### config.mk
export PLATFORM = sky130hd
export DESIGN_NAME = pcm_sample_to_float32
export DESIGN_NICKNAME = d
export VERILOG_FILES = /design/src/design/pcm2f_pkg.sv /design/src/design/pcm_sample_to_float32.sv
export SDC_FILE = /design/constraint.sdc
export NUM_CORES = 1
export LEC_CHECK = 0
export BUFFER_PORTS_ARGS = -buffer_cell sky130_fd_sc_hd__buf_2
export CELL_PAD_IN_SITES_DETAIL_PLACEMENT = 1
export CELL_PAD_IN_SITES_GLOBAL_PLACEMENT = 2
export CORE_UTILIZATION = 25
export DETAILED_ROUTE_END_ITERATION = 10
export GPL_TIMING_DRIVEN = 0
export PLACE_DENSITY = 0.48
export SKIP_CTS_REPAIR_TIMING = 1
export SYNTH_ARGS = -nofsm -noshare
export SYNTH_HDL_FRONTEND = slang
export SYNTH_SLANG_ARGS = --single-unit
### constraint.sdc
create_clock -name clk -period 8.36 [get_ports clk]
set_clock_uncertainty 0.2 [all_clocks]
set_input_delay 0.836 -clock clk [delete_from_list [all_inputs] [get_ports clk]]
set_output_delay 0.836 -clock clk [all_outputs]
set_load 0.005 [all_outputs]
### src/design/pcm2f_pkg.sv
// Formats, widths and reciprocal constants for the PCM to float32 converter.
package pcm2f_pkg;

	localparam int FMT_W    = 3;
	localparam int SAMPLE_W = 32;
	localparam int RECIP_W  = 43;

	localparam logic [FMT_W-1:0] FMT_S8  = 3'd0;
	localparam logic [FMT_W-1:0] FMT_U8  = 3'd1;
	localparam logic [FMT_W-1:0] FMT_S16 = 3'd2;
	localparam logic [FMT_W-1:0] FMT_U16 = 3'd3;
	localparam logic [FMT_W-1:0] FMT_S32 = 3'd4;
	localparam logic [FMT_W-1:0] FMT_U32 = 3'd5;
	localparam logic [FMT_W-1:0] FMT_F32 = 3'd6;
	localparam logic [FMT_W-1:0] FMT_UNUSED = 3'd7;
	localparam logic [FMT_W-1:0] FMT_RESET = FMT_S16;

	// Rounded-up reciprocals of 2^k-1, scaled by 2^(42+k).
	localparam logic [RECIP_W-1:0] RECIP_K7 = (43'd1 << 42) + (43'd1 << 35) + (43'd1 << 28)
		+ (43'd1 << 21) + (43'd1 << 14) + (43'd1 << 7) + 43'd2;
	localparam logic [RECIP_W-1:0] RECIP_K8 = (43'd1 << 42) + (43'd1 << 34) + (43'd1 << 26)
		+ (43'd1 << 18) + (43'd1 << 10) + (43'd1 << 2) + 43'd1;
	localparam logic [RECIP_W-1:0] RECIP_K15 = (43'd1 << 42) + (43'd1 << 27) + (43'd1 << 12)
		+ 43'd1;
	localparam logic [RECIP_W-1:0] RECIP_K16 = (43'd1 << 42) + (43'd1 << 26) + (43'd1 << 10)
		+ 43'd1;

	function automatic logic [RECIP_W-1:0] recip(input logic [FMT_W-1:0] fmt);
		logic [RECIP_W-1:0] r;
		unique case (fmt)
			FMT_S8:  r = RECIP_K7;
			FMT_U8:  r = RECIP_K8;
			FMT_S16: r = RECIP_K15;
			FMT_U16: r = RECIP_K16;
			default: r = '0;
		endcase
		return r;
	endfunction

	// Exponent base 127-k for the narrow formats.
	function automatic logic [7:0] narrow_exp_base(input logic [FMT_W-1:0] fmt);
		logic [7:0] e;
		unique case (fmt)
			FMT_S8:  e = 8'd120;
			FMT_U8:  e = 8'd119;
			FMT_S16: e = 8'd112;
			default: e = 8'd111;
		endcase
		return e;
	endfunction

endpackage

### src/design/pcm_sample_to_float32.sv
// Top level of the PCM sample to float32 converter.
// Converts one PCM sample per request into an IEEE single precision value.
// The slave channel carries the raw sample in tdata and the frame-end mark in
// tlast; the master channel returns the float pattern in tdata and the copied
// mark in tlast. cfg_wr_en with cfg_wr_data selects the sample format:
// 0 s8, 1 u8, 2 s16, 3 u16, 4 s32, 5 u32, 6 f32 passthrough; write it only
// while no request is in flight.
// A request can be accepted in every cycle while the receiver keeps up, so
// throughput is one sample per cycle. Each result passes the five register
// stages (magnitude, normalise, split reciprocal product, product sum, round
// and pack) before it shows on the master side.
// Narrow formats divide by 2^k-1 through a multiply by a scaled reciprocal;
// the 32 bit formats only need a rounded normalise and an exponent offset.
// Reset empties the pipeline and sets the format to s16.
// When the receiver stalls, each stage holds until the one after it frees,
// so tready falls only once the pipeline is full; nothing is lost or repeated.
module pcm_sample_to_float32 (
	input  logic        clk,
	input  logic        arst_n,
	input  logic        cfg_wr_en,
	input  logic [2:0]  cfg_wr_data,
	input  logic        s_axis_tvalid,
	output logic        s_axis_tready,
	input  logic [31:0] s_axis_tdata,   // [31:0] sample_bits
	input  logic        s_axis_tlast,
	output logic        m_axis_tvalid,
	input  logic        m_axis_tready,
	output logic [31:0] m_axis_tdata,   // [31:0] float_bits
	output logic        m_axis_tlast
);

	logic [pcm2f_pkg::FMT_W-1:0] fmt_q;

	logic v_s1, v_s2, v_s3, v_s4, v_s5;
	logic rdy1, rdy2, rdy3, rdy4, rdy5;

	always_ff @(posedge clk or negedge arst_n) begin
		if (!arst_n) begin
			fmt_q <= pcm2f_pkg::FMT_RESET;
		end else if (cfg_wr_en) begin
			fmt_q <= cfg_wr_data;
		end
	end

	assign rdy5 = !v_s5 || m_axis_tready;
	assign rdy4 = !v_s4 || rdy5;
	assign rdy3 = !v_s3 || rdy4;
	assign rdy2 = !v_s2 || rdy3;
	assign rdy1 = !v_s1 || rdy2;
	assign s_axis_tready = rdy1;

	always_ff @(posedge clk or negedge arst_n) begin
		if (!arst_n) begin
			v_s1 <= 1'b0;
			v_s2 <= 1'b0;
			v_s3 <= 1'b0;
			v_s4 <= 1'b0;
			v_s5 <= 1'b0;
		end else begin
			if (rdy1) v_s1 <= s_axis_tvalid;
			if (rdy2) v_s2 <= v_s1;
			if (rdy3) v_s3 <= v_s2;
			if (rdy4) v_s4 <= v_s3;
			if (rdy5) v_s5 <= v_s4;
		end
	end

	// Stage 1: extend the sample, take its magnitude and settle the bypass cases.
	logic [31:0] sx, mag;
	logic        neg, byp;
	logic [31:0] byp_bits;

	always_comb begin
		sx = s_axis_tdata;
		case (fmt_q)
			pcm2f_pkg::FMT_S8:  sx = {{24{s_axis_tdata[7]}}, s_axis_tdata[7:0]};
			pcm2f_pkg::FMT_U8:  sx = {24'd0, s_axis_tdata[7:0]};
			pcm2f_pkg::FMT_S16: sx = {{16{s_axis_tdata[15]}}, s_axis_tdata[15:0]};
			pcm2f_pkg::FMT_U16: sx = {16'd0, s_axis_tdata[15:0]};
			default:            sx = s_axis_tdata;
		endcase
		neg = sx[31] && (fmt_q == pcm2f_pkg::FMT_S8 || fmt_q == pcm2f_pkg::FMT_S16
			|| fmt_q == pcm2f_pkg::FMT_S32);
		mag = neg ? (~sx + 32'd1) : sx;
		byp = (fmt_q == pcm2f_pkg::FMT_F32) || (fmt_q > pcm2f_pkg::FMT_F32) || (mag == 32'd0);
		byp_bits = 32'd0;
		if (fmt_q == pcm2f_pkg::FMT_F32) begin
			// A signalling NaN comes out quiet.
			if (s_axis_tdata[30:23] == 8'hFF && s_axis_tdata[22:0] != 23'd0)
				byp_bits = s_axis_tdata | 32'h0040_0000;
			else
				byp_bits = s_axis_tdata;
		end
	end

	logic [31:0]                 mag_s1, byp_bits_s1;
	logic                        neg_s1, byp_s1, last_s1;
	logic [pcm2f_pkg::FMT_W-1:0] fmt_s1;

	always_ff @(posedge clk) begin
		if (rdy1) begin
			mag_s1      <= mag;
			neg_s1      <= neg;
			byp_s1      <= byp;
			byp_bits_s1 <= byp_bits;
			last_s1     <= s_axis_tlast;
			fmt_s1      <= fmt_q;
		end
	end

	// Stage 2: find the leading one and normalise to bit 31.
	logic [4:0]  msb;
	logic [31:0] norm;

	always_comb begin
		msb = 5'd0;
		for (int i = 0; i < 32; i++) begin
			if (mag_s1[i]) msb = 5'(i);
		end
		norm = mag_s1 << (5'd31 - msb);
	end

	logic [31:0]                 norm_s2, byp_bits_s2;
	logic [4:0]                  msb_s2;
	logic                        neg_s2, byp_s2, last_s2;
	logic [pcm2f_pkg::FMT_W-1:0] fmt_s2;

	always_ff @(posedge clk) begin
		if (rdy2) begin
			norm_s2     <= norm;
			msb_s2      <= msb;
			neg_s2      <= neg_s1;
			byp_s2      <= byp_s1;
			byp_bits_s2 <= byp_bits_s1;
			last_s2     <= last_s1;
			fmt_s2      <= fmt_s1;
		end
	end

	// Stage 3: reciprocal product in two halves, and the wide-format rounding inputs.
	logic [pcm2f_pkg::RECIP_W-1:0] rc;
	logic                          narrow;
	logic [7:0]                    exp_base;

	always_comb begin
		rc = pcm2f_pkg::recip(fmt_s2);
		narrow = (fmt_s2 == pcm2f_pkg::FMT_S8) || (fmt_s2 == pcm2f_pkg::FMT_U8)
			|| (fmt_s2 == pcm2f_pkg::FMT_S16) || (fmt_s2 == pcm2f_pkg::FMT_U16);
		if (narrow)
			exp_base = pcm2f_pkg::narrow_exp_base(fmt_s2) + {3'd0, msb_s2};
		else if (fmt_s2 == pcm2f_pkg::FMT_S32)
			exp_base = 8'd96 + {3'd0, msb_s2};
		else
			exp_base = 8'd95 + {3'd0, msb_s2};
	end

	logic [37:0] pl_s3;
	logic [36:0] ph_s3;
	logic [23:0] wmant_s3;
	logic        wrnd_s3, narrow_s3, neg_s3, byp_s3, last_s3;
	logic [7:0]  exp_s3;
	logic [31:0] byp_bits_s3;

	always_ff @(posedge clk) begin
		if (rdy3) begin
			pl_s3       <= 38'(norm_s2[31:16] * rc[21:0]);
			ph_s3       <= 37'(norm_s2[31:16] * rc[42:22]);
			wmant_s3    <= norm_s2[31:8];
			wrnd_s3     <= norm_s2[7] && ((|norm_s2[6:0]) || norm_s2[8]);
			narrow_s3   <= narrow;
			exp_s3      <= exp_base;
			neg_s3      <= neg_s2;
			byp_s3      <= byp_s2;
			byp_bits_s3 <= byp_bits_s2;
			last_s3     <= last_s2;
		end
	end

	// Stage 4: sum the partial products into the scaled quotient.
	logic [58:0] y_s4;
	logic [23:0] wmant_s4;
	logic        wrnd_s4, narrow_s4, neg_s4, byp_s4, last_s4;
	logic [7:0]  exp_s4;
	logic [31:0] byp_bits_s4;

	always_ff @(posedge clk) begin
		if (rdy4) begin
			y_s4        <= {ph_s3, 22'd0} + {21'd0, pl_s3};
			wmant_s4    <= wmant_s3;
			wrnd_s4     <= wrnd_s3;
			narrow_s4   <= narrow_s3;
			exp_s4      <= exp_s3;
			neg_s4      <= neg_s3;
			byp_s4      <= byp_s3;
			byp_bits_s4 <= byp_bits_s3;
			last_s4     <= last_s3;
		end
	end

	// Stage 5: round and pack. The quotient never lies on a tie unless it is
	// exact, so the narrow path rounds on its round bit alone.
	logic [23:0] mant;
	logic        rnd;
	logic [7:0]  exp_pre, exp_fin;
	logic [24:0] msum;
	logic [31:0] result;

	always_comb begin
		exp_pre = exp_s4;
		if (narrow_s4) begin
			if (y_s4[58]) begin
				mant = 24'h80_0000;
				rnd = 1'b0;
				exp_pre = exp_s4 + 8'd1;
			end else begin
				mant = y_s4[57:34];
				rnd = y_s4[33];
			end
		end else begin
			mant = wmant_s4;
			rnd = wrnd_s4;
		end
		msum = {1'b0, mant} + {24'd0, rnd};
		exp_fin = exp_pre + {7'd0, msum[24]};
		result = byp_s4 ? byp_bits_s4 : {neg_s4, exp_fin, msum[22:0]};
	end

	logic [31:0] result_s5;
	logic        last_s5;

	always_ff @(posedge clk) begin
		if (rdy5) begin
			result_s5 <= result;
			last_s5   <= last_s4;
		end
	end

	assign m_axis_tvalid = v_s5;
	assign m_axis_tdata  = result_s5;
	assign m_axis_tlast  = last_s5;

endmodule

==> run metrics, run 1 <==
status finished, final reports clean; Diodes inserted 0; maximum clock rate approximately 130 MHz; synthesized net count 2735; max-cap violations 0; Core Footprint 104000 sq um; cell type with the highest occurrence count on the critical path sky130_fd_sc_hd__fa_1; number of global-route vias before repair 18100; main flop type after synthesis sky130_fd_sc_hd__edfxtp_1; first-pass GRT wire length about 120 mm; post-route DRC violation count 0; share of final-layout standard cells stronger than drive strength 1 about a tenth; number of setup violations in the final report 0; drt pass-1 iters 5; most frequent cells in the layout sky130_fd_sc_hd__edfxtp_1, sky130_fd_sc_hd__ha_1, sky130_fd_sc_hd__inv_1; Required @ worst endpoint 8.56 ns; initial antenna violation count 11; commonest non-fill, non-tap cell in the layout sky130_fd_sc_hd__edfxtp_1; TritonCTS clock tree yes; Hold Violations, Final 0; leakage power of the design 13.8 nW; overall overflow remaining after global route 0; critical path data arrival time 8.02 ns; worst setup timing slack at the placement stage -0.482 ns; Slew @ Worst Pin 1.23 ns; Initial DRC Count roughly 920; summed area of non-filler cells in the final layout 30300 sq um; area overhead of the layout relative to synthesis 15.4%; share of the clock period used by the worst path after layout approximately 94%; last weighted congestion value of the routability-driven placer 0.844; routed vias roughly 17000; die area 106000 sq um; Hold Path Class in -> reg; maximum number of pins on one net before global-route repair 64; Buffers on Ports 73; share of power burned in registers 38.6%; crit end category flop; share of Yosys cell area claimed by the top area cell type 44.3%; number of distinct standard cells referenced by the synthesized netlist between 80 and 90; number of synthesized register bits 395; Final nets 2873; clock transition at the registers of the reported paths about 0.06 ns; global-route usage over all layers approximately 16%; overall power consumption 8.76 mW; Sw Pwr 3.33 mW; final worst setup slack 0.539 ns; part of the total power dissipated in the clock network 23.9%; peak ir drop on the vdd network 0.158 mV; number of sinks on the clock net 395; Synth async-reset ratio 2.03%; relative slew slack approximately 18%; # H-tree levels 2; maximum fanout along the worst path 10; Final Critical Period 7.82 ns; floorplan row count between 100 and 150; placed cell areas approximately 29000 sq um; net switching fraction of the power 38.0%; die boundary height 326 microns; number of vias per cell after detailed routing 4.53; power density over cell area 289 nW/um^2; routed wire length per instance about 22 microns; buffer levels on the longest clock path 3; CTS Root Cell sky130_fd_sc_hd__clkbuf_16; synthesized area per cell 11.7 sq um; number of buffers created by CTS 48; Synth area leaders sky130_fd_sc_hd__edfxtp_1, sky130_fd_sc_hd__ha_1, sky130_fd_sc_hd__fa_1, sky130_fd_sc_hd__inv_1, sky130_fd_sc_hd__mux2i_1; DP HPWL ~67 mm; Final Routed Wirelength 82.4 mm; highest-delay cell along the critical path sky130_fd_sc_hd__fa_1; Max Slew Vio Count 0; Top delay family on crit path adder cells; unrepaired setup endpoints after global routing no; Buf+Inv Stages, Crit Path 4; crit path kind reg -> reg; Internal 5.43 mW; utilization after layout between 20% and 30%; I/O pin count 76; synthesis warning total 0; die boundary width roughly 330 microns; delay of the slowest critical-path stage 0.56 ns; Synth Instances 2244; Worst Setup Start Kind flop; cell area after synthesis 26300 sq um; post-route antenna net violation count 0; clock latency of the later-clocked register in the worst-skew pair 0.63 ns; EDFF count, synth 387; post-synthesis sequential area ratio 45.0%; area leader, netlist sky130_fd_sc_hd__edfxtp_1; Initial Utilization 25.3%; Comb power frac roughly 38%
[kinds of logic (layout without fill, tap and decap cells)]
| kind of cell | count (synthesis) | after routing | synth area share [%] |
|---|---|---|---|
| buf+inv | 316 | 489 | 4.67 |
| simple gates | 547 | 547 | 10.3 |
| xor+xnor | 114 | 114 | 3.80 |
| compound gates | 343 | 343 | 8.45 |
| fa+ha+maj | 450 | 450 | 24.7 |
| mux | 79 | 79 | 3.11 |
| flops | 395 | 395 | 45.0 |
[synth_stat cells, types with 6 or more instances]
cell type,instances
sky130_fd_sc_hd__a211oi_1,17
sky130_fd_sc_hd__a21o_1,25
sky130_fd_sc_hd__a21oi_1,89
sky130_fd_sc_hd__a22o_1,11
sky130_fd_sc_hd__a22oi_1,15
sky130_fd_sc_hd__a31oi_1,9
sky130_fd_sc_hd__and2_1,58
sky130_fd_sc_hd__and3_1,14
sky130_fd_sc_hd__buf_2,8
sky130_fd_sc_hd__clkbuf_1,45
sky130_fd_sc_hd__dfrtp_1,7
sky130_fd_sc_hd__edfxtp_1,387
sky130_fd_sc_hd__fa_1,114
sky130_fd_sc_hd__ha_1,336
sky130_fd_sc_hd__inv_1,254
sky130_fd_sc_hd__mux2_2,11
sky130_fd_sc_hd__mux2i_1,67
sky130_fd_sc_hd__nand2_1,136
sky130_fd_sc_hd__nand2b_1,18
sky130_fd_sc_hd__nand3_1,28
sky130_fd_sc_hd__nand4_1,14
sky130_fd_sc_hd__nor2_1,150
sky130_fd_sc_hd__nor2b_1,18
sky130_fd_sc_hd__nor3_1,47
sky130_fd_sc_hd__nor4_1,13
sky130_fd_sc_hd__o21a_1,11
sky130_fd_sc_hd__o21ai_0,92
sky130_fd_sc_hd__o21bai_1,6
sky130_fd_sc_hd__o22ai_1,9
sky130_fd_sc_hd__o31ai_1,6
sky130_fd_sc_hd__or2_2,6
sky130_fd_sc_hd__or3_1,10
sky130_fd_sc_hd__or4_1,6
sky130_fd_sc_hd__xnor2_1,74
sky130_fd_sc_hd__xor2_1,40
[layout make-up]
| cell class | instances | area [sq um] |
|---|---|---|
| clock inverter | 32 | 373 |
| timing repair buffer | 89 | 638 |
| buffer | 60 | 269 |
| sequential | 395 | 11800 |
| multi-input combinational | 1533 | 13300 |
| clock buffer | 53 | 1220 |
| inverter | 255 | 957 |
| fill | 11400 | 73500 |
| tap | 1380 | 1730 |
[power by group through the flow]
stage / combinational [mW] / clock (mW) / sequential (mW)
floorplan: 2.16 / 0 / 3.22
global placement: 3.31 / 0 / 3.46
detailed placement: 3.33 / 0 / 3.43
CTS: 3.38 / 2.18 / 3.40
global route: 3.75 / 2.24 / 3.45
finish: 3.29 / 2.09 / 3.38
[path summary, 6_finish.rpt]
path / end / depth (start not counted) / slack [ns] / from
max: pl_s3[37]$_DFFE_PP_ / 25 / 0.54 / fmt_s2[2]$_DFFE_PP_
min: last_s1$_DFFE_PP_ / 1 / 0.18 / s_axis_tlast
max reg2reg: pl_s3[37]$_DFFE_PP_ / 25 / 0.54 / fmt_s2[2]$_DFFE_PP_
min reg2reg: byp_bits_s4[18]$_DFFE_PP_ / 0 / 0.20 / byp_bits_s3[18]$_DFFE_PP_
max in group asynchronous: fmt_q[1]$_DFFE_PN1P_ / 2 / 7.29 / arst_n
min in group asynchronous: m_axis_tvalid$_DFFE_PN0P_ / 2 / 0.41 / arst_n
[state kept, by name, indices dropped and copies added (netlist names), 3 cells and up]
register,count
ph_s3,33
byp_bits_s1,32
byp_bits_s2,32
byp_bits_s3,32
byp_bits_s4,32
m_axis_tdata,32
mag_s1,32
norm_s2,32
y_s4,26
wmant_s3,24
wmant_s4,24
pl_s3,12
exp_s3,8
exp_s4,8
msb_s2,5
fmt_q,3
fmt_s1,3
fmt_s2,3
[per-layer routing]
metal	part of all wire, %	wire, microns	global-route usage [%]
met2	44	36500	24.1
met5	0	0	0
met4	1.5	1280	3.03
met3	3.1	2550	1.99
met1	51	42100	23.1
[through the flow]
step	hold WS [ns]	TNS, ns	instances
2_1_floorplan	0.200	0	2244
3_3_place_gp	0.201	-3.24	3697
3_5_place_dp	0.206	-2.11	3707
4_1_cts	-0.205	-2.34	3792
5_1_grt	0.135	0	3797
6_report	0.183	0	3797
(Power assumes the default switching activity.)
==> run 2, diff against run 1 <==
--- a/config.mk
+++ b/config.mk
@@ -8,10 +8,10 @@
 export BUFFER_PORTS_ARGS = -buffer_cell sky130_fd_sc_hd__buf_2
 export CELL_PAD_IN_SITES_DETAIL_PLACEMENT = 1
 export CELL_PAD_IN_SITES_GLOBAL_PLACEMENT = 2
-export CORE_UTILIZATION = 25
+export CORE_UTILIZATION = 44
 export DETAILED_ROUTE_END_ITERATION = 10
 export GPL_TIMING_DRIVEN = 0
-export PLACE_DENSITY = 0.48
+export PLACE_DENSITY = 0.78
 export SKIP_CTS_REPAIR_TIMING = 1
 export SYNTH_ARGS = -nofsm -noshare
 export SYNTH_HDL_FRONTEND = slang
==> run metrics, run 2 (synthesized netlist as in run 1, its figures left out) <==
overall overflow remaining after global route 0 (unchanged); area occupied by multi-input gates 13300 sq um (-0.24%); routed vias 17500 (+1.9%); # H-tree levels 2 (unchanged); die area 60700 sq um (-43%); Buffers on Ports 73 (unchanged); cell type with the highest occurrence count on the critical path sky130_fd_sc_hd__fa_1; register ranked first by flip-flop count ph_s3; hold depth 0 (-1); die boundary width 246 microns (-24%); summed area of non-filler cells in the final layout 29400 sq um (-3.1%); Initial DRC Count 1017 (+11%); area overhead of the layout relative to synthesis 11.9%; die boundary height 246 microns (-24%); crit path kind reg -> reg; number of global-route vias before repair 18400 (+1.3%); DP HPWL 60.9 mm (-9.5%); Initial Utilization 44.5% (+19 points); delay of the slowest critical-path stage 0.54 ns (-0.02 ns); post-route antenna net violation count 0 (unchanged); Hold Violations, Final 0 (unchanged); share of final-layout standard cells stronger than drive strength 1 9.02% (-0.50 points); Worst Setup Start Kind flop; leakage power of the design 13.7 nW (-0.51%); number of vias per cell after detailed routing 5.51 (+22%); CTS Root Cell sky130_fd_sc_hd__clkbuf_16; buffer levels on the longest clock path 3 (unchanged); maximum fanout along the worst path 10 (unchanged); cell count along the critical path 25 (unchanged); Core Footprint 59000 sq um (-43%); power density over cell area 295 nW/um^2 (+1.9%); peak ir drop on the vdd network 0.173 mV (+9.4%); critical path data arrival time 8.23 ns (+0.21 ns); share of the clock period used by the worst path after layout 96.2% (+2.7 points); Top delay family on crit path adder cells; relative slew slack 27.1% (+9.2 points); floorplan row count 89 (-25%); Slew @ Worst Pin 1.09 ns (-0.137 ns); maximum number of pins on one net before global-route repair 73 (+14%); last weighted congestion value of the routability-driven placer 0.948 (+12%); Final Routed Wirelength 75.0 mm (-9.0%); maximum clock rate 124 MHz (-2.8%); number of setup violations in the final report 0 (unchanged); I/O pin count 76 (unchanged); Final nets 2864 (-0.31%); highest-delay cell along the critical path sky130_fd_sc_hd__fa_1; placed cell areas 27800 sq um (-2.8%); area used by sequential logic in the layout 11800 sq um (unchanged); unrepaired setup endpoints after global routing no; final non-filler cell total 3179 (-16%); drt pass-1 iters 5 (unchanged); max-cap violations 0 (unchanged); TritonCTS clock tree yes; initial antenna violation count 4 (-7); flip-flop count of the largest register after layout 33 (unchanged); filler cell count 6242 (-45%); number of sinks on the clock net 395 (unchanged); first-pass GRT wire length 113 mm (-7.7%); global-route usage over all layers 25.1% (+9.6 points); Max Slew Vio Count 0 (unchanged); routed wire length per instance 23.6 microns (+8.7%); clock latency of the later-clocked register in the worst-skew pair 0.59 ns (-0.04 ns); crit end category flop; number of buffers created by CTS 42 (-13%); depth of the most critical reg-to-reg path 25 (unchanged); clock transition at the registers of the reported paths 0.06 ns (about the same); Hold Path Class reg -> reg; Required @ worst endpoint 8.55 ns (about the same); Final Critical Period 8.04 ns (+0.223 ns); most frequent cells in the layout sky130_fd_sc_hd__edfxtp_1, sky130_fd_sc_hd__ha_1, sky130_fd_sc_hd__inv_1; status finished, final reports clean; placed cell count 3098 (-16%); post-route DRC violation count 0 (unchanged); Buf+Inv Stages, Crit Path 4 (unchanged); commonest non-fill, non-tap cell in the layout sky130_fd_sc_hd__edfxtp_1; Diodes inserted 0 (unchanged)
run 2: cell types whose count changed in the layout (fill, tap and decap cells not counted), sizes merged:
cell,change
bufinv,+4
inv,+2
clkinv,-5
clkinvlp,-2
clkbuf,-6
buf,-4
run 2: cell type report:
| class | count | share of cell area [%] |
|---|---|---|
| clock inverters | 31 | 1.55 |
| repair buffers | 85 | 1.91 |
| flip-flops and latches | 395 | 40.2 |
| clock buffers | 46 | 3.63 |
| well taps | 773 | 3.29 |
| multi-input cells | 1533 | 45.2 |
| plain buffers | 61 | 0.924 |
| inverters | 255 | 3.26 |
run 2: worst reg2reg max path: cells and delay by family (launching register included):
family | cells | cell delay, ns
compound gates | 6 | 1.36
flops | 1 | 0.36
buf+inv | 4 | 0.70
fa+ha+maj | 7 | 2.95
xor+xnor | 1 | 0.25
simple gates | 7 | 2.01
run 2: layer usage:
metal,global-route usage [%],wire length (microns),share of wire (%),vias up
met3,4.29,3440,4.6,85
met2,39.3,33900,45,334
met4,5.43,1420,1.9,0
met1,36.4,36200,48,8821
li1,-,-,-,8271
met5,0,0,0,-
run 2: path summary, 6_finish.rpt:
| kind | startpoint | end | slack (ns) |
|---|---|---|---|
| setup / recovery | fmt_s2[2]$_DFFE_PP_ | pl_s3[37]$_DFFE_PP_ | 0.32 |
| setup reg to reg | fmt_s2[2]$_DFFE_PP_ | pl_s3[37]$_DFFE_PP_ | 0.32 |
| min in group asynchronous | arst_n | fmt_q[2]$_DFFE_PN0P_ | 0.45 |
| hold / removal | norm_s2[9]$_SDFFCE_PP0P_ | wmant_s3[1]$_DFFE_PP_ | 0.21 |
| hold reg to reg | norm_s2[9]$_SDFFCE_PP0P_ | wmant_s3[1]$_DFFE_PP_ | 0.21 |
| max in group asynchronous | arst_n | fmt_q[1]$_DFFE_PN1P_ | 7.27 |
run 2: where the power goes:
| part | internal (mW) | switching (mW) | total (mW) |
|---|---|---|---|
| combinational | 1.22 | 2.03 | 3.25 |
| clock | 1.22 | 0.814 | 2.03 |
| sequential | 2.99 | 0.380 | 3.37 |
| total | 5.43 | 3.23 | 8.65 |
run 2: per-stage QoR:
| stage | util, % | total power [mW] | hold slack, ns | setup WS, ns | TNS, ns |
|---|---|---|---|---|---|
| finish | 49.8 | 8.65 | 0.207 | 0.316 | 0 |
| floorplan | - | 5.38 | 0.200 | 1.62 | 0 |
| detailed placement | 47.1 | 6.63 | 0.205 | -0.235 | -0.619 |
| global placement | 46.8 | 6.52 | 0.201 | -0.149 | -0.352 |
| CTS | 49.6 | 8.72 | -0.131 | -0.280 | -0.821 |
| global route | 49.8 | 9.21 | 0.214 | 0.00790 | 0 |
